==> src/hdl/dtq_pkg.sv <==
// types and codes of the delayed task queue scheduler
// used by every module of the block, depends on nothing

package dtq_pkg;

    typedef enum logic [1:0] {
        CMD_PUSH = 2'd0,
        CMD_POP  = 2'd1,
        CMD_TICK = 2'd2,
        CMD_BAD  = 2'd3
    } cmd_e;

    typedef enum logic [1:0] {
        ERR_NONE       = 2'd0,
        ERR_TABLE_FULL = 2'd1,
        ERR_RING_FULL  = 2'd2,
        ERR_BAD_CMD    = 2'd3
    } err_e;

    typedef enum logic [2:0] {
        S_IDLE,
        S_PUSH,
        S_POP,
        S_FIND,
        S_TICK_RD,
        S_TICK_WR,
        S_DONE
    } state_e;

    typedef struct packed {
        logic [31:0] handle;
        logic [31:0] code;
        logic [31:0] arg;
    } task_t;

    typedef struct packed {
        task_t       job;
        logic [31:0] count;
    } slot_entry_t;

    typedef struct packed {
        cmd_e        cmd;
        logic [31:0] task_handle;
        logic [31:0] task_code;
        logic [31:0] task_arg;
        logic [31:0] delay_ticks;
    } req_beat_t;

    typedef struct packed {
        logic        popped;
        logic [31:0] out_handle;
        logic [31:0] out_code;
        logic [31:0] out_arg;
        err_e        error;
    } rsp_beat_t;

    typedef struct packed {
        logic push;
        logic pop;
    } ring_ctrl_t;

    typedef struct packed {
        logic full;
        logic empty;
    } ring_stat_t;

    typedef struct packed {
        logic rd;
        logic wr;
        logic set_used;
        logic clr_used;
    } slot_ctrl_t;

endpackage

==> src/hdl/dtq_ring.sv <==
// ready ring: task memory with head and tail pointers
// depends on dtq_pkg

module dtq_ring #(
    parameter int READY_DEPTH = 16
) (
    input  logic                clk,
    input  logic                rst_n,
    input  dtq_pkg::ring_ctrl_t ctrl,
    input  dtq_pkg::task_t      wr_task,
    output dtq_pkg::task_t      rd_task,
    output dtq_pkg::ring_stat_t stat
);

    localparam int PTR_W = (READY_DEPTH > 1) ? $clog2(READY_DEPTH) : 1;
    localparam logic [PTR_W-1:0] PTR_LAST = PTR_W'(READY_DEPTH - 1);

    dtq_pkg::task_t   mem [READY_DEPTH];
    dtq_pkg::task_t   rd_task_reg;
    logic [PTR_W-1:0] head_reg, head_next;
    logic [PTR_W-1:0] tail_reg, tail_next;

    function automatic logic [PTR_W-1:0] ptr_inc(input logic [PTR_W-1:0] p);
        return (p == PTR_LAST) ? '0 : p + PTR_W'(1);
    endfunction

    // push only when not full, pop only when not empty: guarded by the sequencer
    always_ff @(posedge clk)
    begin
        if (ctrl.push)
        begin
            mem[tail_reg] <= wr_task;
        end
        if (ctrl.pop)
        begin
            rd_task_reg <= mem[head_reg];
        end
    end

    always_comb
    begin
        head_next = ctrl.pop  ? ptr_inc(head_reg) : head_reg;
        tail_next = ctrl.push ? ptr_inc(tail_reg) : tail_reg;
    end

    always_ff @(posedge clk or negedge rst_n)
    begin
        if (!rst_n)
        begin
            head_reg <= '0;
            tail_reg <= '0;
        end
        else
        begin
            head_reg <= head_next;
            tail_reg <= tail_next;
        end
    end

    assign rd_task    = rd_task_reg;
    assign stat.full  = (ptr_inc(tail_reg) == head_reg);
    assign stat.empty = (head_reg == tail_reg);

endmodule

==> src/hdl/dtq_slots.sv <==
// delay table: slot memory holding task and remaining ticks, plus used flags
// depends on dtq_pkg

module dtq_slots #(
    parameter int DELAY_SLOTS = 8,
    localparam int IDX_W = (DELAY_SLOTS > 1) ? $clog2(DELAY_SLOTS) : 1
) (
    input  logic                 clk,
    input  logic                 rst_n,
    input  dtq_pkg::slot_ctrl_t  ctrl,
    input  logic [IDX_W-1:0]     idx,
    input  dtq_pkg::slot_entry_t wr_entry,
    output dtq_pkg::slot_entry_t rd_entry,
    output logic                 used_hit
);

    dtq_pkg::slot_entry_t   mem [DELAY_SLOTS];
    dtq_pkg::slot_entry_t   rd_entry_reg;
    logic [DELAY_SLOTS-1:0] used_reg, used_next;

    always_ff @(posedge clk)
    begin
        if (ctrl.wr)
        begin
            mem[idx] <= wr_entry;
        end
        if (ctrl.rd)
        begin
            rd_entry_reg <= mem[idx];
        end
    end

    // a slot is in use while its count is nonzero
    always_comb
    begin
        used_next = used_reg;
        if (ctrl.set_used)
        begin
            used_next[idx] = 1'b1;
        end
        if (ctrl.clr_used)
        begin
            used_next[idx] = 1'b0;
        end
    end

    always_ff @(posedge clk or negedge rst_n)
    begin
        if (!rst_n)
        begin
            used_reg <= '0;
        end
        else
        begin
            used_reg <= used_next;
        end
    end

    assign rd_entry = rd_entry_reg;
    assign used_hit = used_reg[idx];

endmodule

==> src/hdl/delayed_task_queue_scheduler.sv <==
// channel | beat type           | accepted when
// req     | dtq_pkg::req_beat_t | req_valid & req_ready, only while idle
// rsp     | dtq_pkg::rsp_beat_t | rsp_valid & rsp_ready, one beat per req beat
//
// push with zero delay runs S_PUSH, pop runs S_POP, each then S_DONE; a bad command goes to S_DONE
// delayed push: S_FIND, one used flag checked per cycle, lowest slot first
// tick: S_TICK_RD and S_TICK_WR, one slot memory read-modify-write per used slot
// reset clears pointers and used flags at once, no clearing pass
// a waiting result holds in its register while the next req beat is taken
// top level: sequencer over the ready ring and delay table memories
// depends on dtq_pkg, dtq_ring, dtq_slots

module delayed_task_queue_scheduler #(
    parameter int READY_DEPTH = 16,
    parameter int DELAY_SLOTS = 8
) (
    input  logic               clk,
    input  logic               rst_n,
    input  logic               req_valid,
    output logic               req_ready,
    input  dtq_pkg::req_beat_t req,
    output logic               rsp_valid,
    input  logic               rsp_ready,
    output dtq_pkg::rsp_beat_t rsp
);

    localparam int IDX_W = (DELAY_SLOTS > 1) ? $clog2(DELAY_SLOTS) : 1;
    localparam int K_W   = $clog2(DELAY_SLOTS + 1);
    localparam logic [K_W-1:0] K_END  = K_W'(DELAY_SLOTS);
    localparam logic [K_W-1:0] K_LAST = K_W'(DELAY_SLOTS - 1);

    dtq_pkg::state_e      state_reg, state_next;
    dtq_pkg::req_beat_t   req_reg, req_next;
    dtq_pkg::err_e        err_reg, err_next;
    logic                 popped_reg, popped_next;
    logic [K_W-1:0]       k_reg, k_next;
    logic                 rsp_valid_reg, rsp_valid_next;
    dtq_pkg::rsp_beat_t   rsp_reg, rsp_next;

    dtq_pkg::ring_ctrl_t  ring_ctrl;
    dtq_pkg::ring_stat_t  ring_stat;
    dtq_pkg::task_t       ring_wr_task;
    dtq_pkg::task_t       ring_rd_task;

    dtq_pkg::slot_ctrl_t  slot_ctrl;
    dtq_pkg::slot_entry_t slot_wr_entry;
    dtq_pkg::slot_entry_t slot_rd_entry;
    logic                 slot_used;
    logic [31:0]          count_dec;
    dtq_pkg::task_t       req_task;

    assign req_task  = '{handle: req_reg.task_handle, code: req_reg.task_code,
                         arg: req_reg.task_arg};
    assign count_dec = slot_rd_entry.count - 32'd1;

    dtq_ring #(
        .READY_DEPTH (READY_DEPTH)
    ) u_ring (
        .clk     (clk),
        .rst_n   (rst_n),
        .ctrl    (ring_ctrl),
        .wr_task (ring_wr_task),
        .rd_task (ring_rd_task),
        .stat    (ring_stat)
    );

    dtq_slots #(
        .DELAY_SLOTS (DELAY_SLOTS)
    ) u_slots (
        .clk      (clk),
        .rst_n    (rst_n),
        .ctrl     (slot_ctrl),
        .idx      (k_reg[IDX_W-1:0]),
        .wr_entry (slot_wr_entry),
        .rd_entry (slot_rd_entry),
        .used_hit (slot_used)
    );

    // one access to a memory per cycle and one item at a time, so a read
    // never overlaps a pending write to the same entry
    always_comb
    begin
        state_next     = state_reg;
        req_next       = req_reg;
        err_next       = err_reg;
        popped_next    = popped_reg;
        k_next         = k_reg;
        rsp_valid_next = rsp_valid_reg & ~rsp_ready;
        rsp_next       = rsp_reg;
        ring_ctrl      = '0;
        ring_wr_task   = req_task;
        slot_ctrl      = '0;
        slot_wr_entry  = '{job: req_task, count: req_reg.delay_ticks};
        req_ready      = (state_reg == dtq_pkg::S_IDLE);

        unique case (state_reg)
            dtq_pkg::S_IDLE:
            begin
                if (req_valid)
                begin
                    req_next    = req;
                    err_next    = dtq_pkg::ERR_NONE;
                    popped_next = 1'b0;
                    k_next      = '0;
                    unique case (req.cmd)
                        dtq_pkg::CMD_PUSH:
                            state_next = (req.delay_ticks == 32'd0) ? dtq_pkg::S_PUSH
                                                                    : dtq_pkg::S_FIND;
                        dtq_pkg::CMD_POP:  state_next = dtq_pkg::S_POP;
                        dtq_pkg::CMD_TICK: state_next = dtq_pkg::S_TICK_RD;
                        default:
                        begin
                            err_next   = dtq_pkg::ERR_BAD_CMD;
                            state_next = dtq_pkg::S_DONE;
                        end
                    endcase
                end
            end

            dtq_pkg::S_PUSH:
            begin
                if (ring_stat.full)
                begin
                    err_next = dtq_pkg::ERR_RING_FULL;
                end
                else
                begin
                    ring_ctrl.push = 1'b1;
                end
                state_next = dtq_pkg::S_DONE;
            end

            dtq_pkg::S_POP:
            begin
                // read data lands in the ring's output register for S_DONE
                if (!ring_stat.empty)
                begin
                    ring_ctrl.pop = 1'b1;
                    popped_next   = 1'b1;
                end
                state_next = dtq_pkg::S_DONE;
            end

            dtq_pkg::S_FIND:
            begin
                // lowest free slot wins
                if (!slot_used)
                begin
                    slot_ctrl.wr       = 1'b1;
                    slot_ctrl.set_used = 1'b1;
                    state_next         = dtq_pkg::S_DONE;
                end
                else if (k_reg == K_LAST)
                begin
                    err_next   = dtq_pkg::ERR_TABLE_FULL;
                    state_next = dtq_pkg::S_DONE;
                end
                else
                begin
                    k_next = k_reg + K_W'(1);
                end
            end

            dtq_pkg::S_TICK_RD:
            begin
                if (k_reg == K_END)
                begin
                    state_next = dtq_pkg::S_DONE;
                end
                else if (slot_used)
                begin
                    slot_ctrl.rd = 1'b1;
                    state_next   = dtq_pkg::S_TICK_WR;
                end
                else
                begin
                    k_next = k_reg + K_W'(1);
                end
            end

            dtq_pkg::S_TICK_WR:
            begin
                slot_wr_entry = '{job: slot_rd_entry.job, count: count_dec};
                ring_wr_task  = slot_rd_entry.job;
                slot_ctrl.wr  = 1'b1;
                if (count_dec == 32'd0)
                begin
                    // slot is freed even when the ring has no room
                    slot_ctrl.clr_used = 1'b1;
                    if (ring_stat.full)
                    begin
                        err_next = dtq_pkg::ERR_RING_FULL;
                    end
                    else
                    begin
                        ring_ctrl.push = 1'b1;
                    end
                end
                k_next     = k_reg + K_W'(1);
                state_next = dtq_pkg::S_TICK_RD;
            end

            dtq_pkg::S_DONE:
            begin
                if (!rsp_valid_reg || rsp_ready)
                begin
                    rsp_valid_next      = 1'b1;
                    rsp_next.popped     = popped_reg;
                    rsp_next.out_handle = popped_reg ? ring_rd_task.handle : 32'd0;
                    rsp_next.out_code   = popped_reg ? ring_rd_task.code   : 32'd0;
                    rsp_next.out_arg    = popped_reg ? ring_rd_task.arg    : 32'd0;
                    rsp_next.error      = err_reg;
                    state_next          = dtq_pkg::S_IDLE;
                end
            end

            default:
            begin
                state_next = dtq_pkg::S_IDLE;
            end
        endcase
    end

    always_ff @(posedge clk or negedge rst_n)
    begin
        if (!rst_n)
        begin
            state_reg     <= dtq_pkg::S_IDLE;
            rsp_valid_reg <= 1'b0;
            err_reg       <= dtq_pkg::ERR_NONE;
            popped_reg    <= 1'b0;
            k_reg         <= '0;
        end
        else
        begin
            state_reg     <= state_next;
            rsp_valid_reg <= rsp_valid_next;
            err_reg       <= err_next;
            popped_reg    <= popped_next;
            k_reg         <= k_next;
        end
    end

    always_ff @(posedge clk)
    begin
        req_reg <= req_next;
        rsp_reg <= rsp_next;
    end

    assign rsp_valid = rsp_valid_reg;
    assign rsp       = rsp_reg;

endmodule

==> config.mk <==
export PLATFORM = sky130hd
export DESIGN_NAME = delayed_task_queue_scheduler
export DESIGN_NICKNAME = d
export VERILOG_FILES = /design/src/hdl/dtq_pkg.sv /design/src/hdl/dtq_ring.sv /design/src/hdl/dtq_slots.sv /design/src/hdl/delayed_task_queue_scheduler.sv
export SDC_FILE = /design/constraint.sdc
export NUM_CORES = 2
export LEC_CHECK = 0
export ABC_CLOCK_PERIOD_IN_PS = 11700
export BUFFER_PORTS_ARGS = -buffer_cell sky130_fd_sc_hd__buf_4
export CAP_MARGIN = 15
export CORE_MARGIN = 3
export CORE_UTILIZATION = 56
export DETAILED_ROUTE_END_ITERATION = 6
export GPL_ROUTABILITY_DRIVEN = 1
export HOLD_SLACK_MARGIN = 0.15
export PLACE_DENSITY_LB_ADDON = 0.2
export SLEW_MARGIN = 15
export SYNTH_ARGS = -nofsm -noshare
export SYNTH_HDL_FRONTEND = slang
export SYNTH_SLANG_ARGS = --single-unit
==> constraint.sdc <==
create_clock -name clk -period 11.7 [get_ports clk]
set_input_delay 2.925 -clock clk [delete_from_list [all_inputs] [get_ports clk]]
set_output_delay 2.925 -clock clk [all_outputs]
set_load 0.02 [all_outputs]
==> flow_metrics.env <==
export IMPL_peakVddDrop_uv=255
export IMPL_nNetsFinal=5717
export IMPL_synth_edf_count=3011
export IMPL_cts_resized_gates=0
export IMPL_cts_tree="built"
export IMPL_cts_buffers=316
export IMPL_grt_max_degree=162
export IMPL_start_util_pct=56.5
export IMPL_final_cell_mix="edfxtp_1 (3011), a22oi_1 (515), mux4_2 (480)"
export IMPL_synth_top_area_share_pct=80.9
export IMPL_fmax_ghz=0.149
export IMPL_overflow=0
export IMPL_worstPathMaxFanout=41
export IMPL_largest_reg_flops=1536
export IMPL_instances_no_fill=8439
export IMPL_drv_cap=0
export IMPL_dieArea_sq_um=205000
export IMPL_status="completed"
export IMPL_mostFrequentLayoutCell="edfxtp_1"
export IMPL_setup_tns_ns=0
export IMPL_drt_pass1_iter_count=5
export IMPL_grt_pass1_vias=55200
export IMPL_rsz0062_at_grt="no"
export IMPL_ys_seq_area_share_pct=81.6
export IMPL_drc=0
export IMPL_clockRootBuffer="clkbuf_16"
export IMPL_dp_final_hpwl_um=138000
export IMPL_grt_use_total_pct=26.3
export IMPL_hold_viol_final=0
export IMPL_synthTopCellsByArea="edfxtp_1 (81%), mux4_2 (9.7%), a22oi_1 (3.5%), nand2_1 (1.2%), clkbuf_1 (0.80%)"
export IMPL_cts_buffer_depth=4
export IMPL_r2r_start="u_slots.rd_entry[0]"
export IMPL_area_growth_pct=13.2
export IMPL_tightest_slew_ns=1.29
export IMPL_drv_slew=0
export IMPL_synthCells=5214
export IMPL_rows=163
export IMPL_clk_insertion_delay_late_ns=0.94
export IMPL_wl_per_cell_um=31.9
export IMPL_min_delay_start="err_reg[1]"
export IMPL_met1_usage_pct=37.2
export IMPL_max_flop_register="u_ring.mem"
export IMPL_ff2ff_setup_slack_ns=4.97
export IMPL_clkSinkCount=3038
export IMPL_fillerInstances=13100
export IMPL_worstSetupPathType="reg2reg"
export IMPL_worst_ep_arrival_time_ns=7.23
export IMPL_place_inst=7895
export IMPL_syn_avg_cell_area_sq_um=21.4
export IMPL_htreeDepth=5
export IMPL_grt_met2_usage_pct=42.9
export IMPL_io_pins=235
export IMPL_ant_nets=0
export IMPL_power_leakage_nw=39.8
export IMPL_largestRegisters="u_ring.mem: 1536 flops, u_slots.mem: 1024 flops"
export IMPL_end_kind="flop"
export IMPL_top_usage_layer="met2"
export IMPL_hold_slack_ns=0.478
export IMPL_drive_above_1_share_pct=21.8
export IMPL_async_reset_ff_share_pct=0.889
export IMPL_avgViaCountPerCell=6.44
export IMPL_grt_antenna_before_repair=5
export IMPL_synthFlopType="edfxtp_1"
export IMPL_die_h_um=453
export IMPL_syn_area_sq_um=112000
export IMPL_min_period_ns=6.73
export IMPL_die_w_um=453
export IMPL_fin_crit_sh_pct=57.5
export IMPL_fin_skew_ns=0.0477
export IMPL_gp_congestion=0.820
export IMPL_p_per_area_nw_per_um2=240
export IMPL_setup_viol=0
export IMPL_worstPathRequired_ns=12.20
export IMPL_vias=54300
export IMPL_grt_pass1_wl_um=389000
export IMPL_post_cts_hold_buffer_count=0
export IMPL_ys_seq_elements=3038
export IMPL_wl_um=269000
export IMPL_dr_first_iter_drc_count=6725
export IMPL_met3_usage_pct=3.77
export IMPL_numPortBuffers=234
export IMPL_start_kind="flop"
export IMPL_ys_warnings_count=0
export IMPL_hold_class="reg2reg"
export IMPL_core_area_sq_um=198000
export IMPL_clkSlewWorstSetupHoldPaths_ns=0.06
export IMPL_synth_area_leader_cell="edfxtp_1"
export IMPL_startpoint="u_slots.rd_entry[0]"
export IMPL_syn_num_nets=5357
export IMPL_synth_cell_types=66
export IMPL_maxSlewHeadroom_pct=13.3
export IMPL_cts_setup_buffers=0
==> where the power goes <==
part           switching, mW  internal (mW)
Sequential             0.523           13.8
Combinational           4.05           2.53
Clock                   3.93           5.54
==> routing by layer <==
layer,share of wire [%],vias up
met2,50,2642
met1,39,28700
met4,3.6,0
met3,7.4,453
met5,0,-
li1,-,22500
==> cell families after synthesis <==
logic type	share of synthesized area [%]
DFF	81.6
xor gates and xnor gates	0.267
and+or+nand+nor	3.31
adders and majority gates	0.101
AOI/OAI and AO/OA	4.00
buffers and inverters	1.01
muxes	9.76
==> path summary, 6_finish.rpt <==
path	end	depth (start not counted)
min in group asynchronous	rsp_valid	1
hold / removal	rsp[1]	0
setup / recovery	u_ring.mem[15][36]	11
hold reg to reg	rsp[1]	0
max in group asynchronous	u_ring.head_reg[2]	1
setup reg to reg	u_ring.mem[15][36]	11
==> final cells by class <==
cell class | instances | area [sq um] | share of cell area (%)
flip-flops and latches | 3038 | 91100 | 72.1
multi-input cells | 1883 | 19700 | 15.6
clock buffers | 402 | 8350 | 6.60
well taps | 2640 | 3300 | 2.61
repair buffers | 321 | 2610 | 2.07
clock inverters | 139 | 1260 | 0.994
inverters | 14 | 57.6 | 0.0455
diodes | 2 | 5.00 | 0.00396
==> synthesized netlist by cell type (all sizes together) (20+ instances only) <==
cell,instances
nor2,47
dfrtp,27
clkbuf,237
nand2,353
edfxtp,3011
o21ai,32
mux4,480
buf,42
nor3,20
nand4,135
a22oi,515
and2,98
==> per-stage QoR <==
stage | power [mW] | utilization (%) | setup slack (ns) | cell area, sq um
2_1_floorplan | 18.7 | - | 0.404 | 112000
3_3_place_gp | 21.1 | 59.0 | 5.15 | 117000
3_5_place_dp | 21.2 | 59.0 | 4.99 | 117000
4_1_cts | 30.7 | 63.9 | 4.92 | 126000
5_1_grt | 31.5 | 63.9 | 4.48 | 126000
6_report | 30.4 | 63.9 | 4.97 | 126000
==> worst max-delay path, cell delays in order (launching register included) <==
cell and delay [ns]:
edfxtp_1 0.49, inv_1 0.11, ha_1 0.25, or4b_4 0.51, nor4bb_2 0.82, nand2_2 0.11
a2111oi_0 0.53, nor4b_2 0.72, a31oi_1 0.51, nor2_4 0.62, buf_4 0.77, buf_4 0.81
Power figures use the tool's default switching activity.
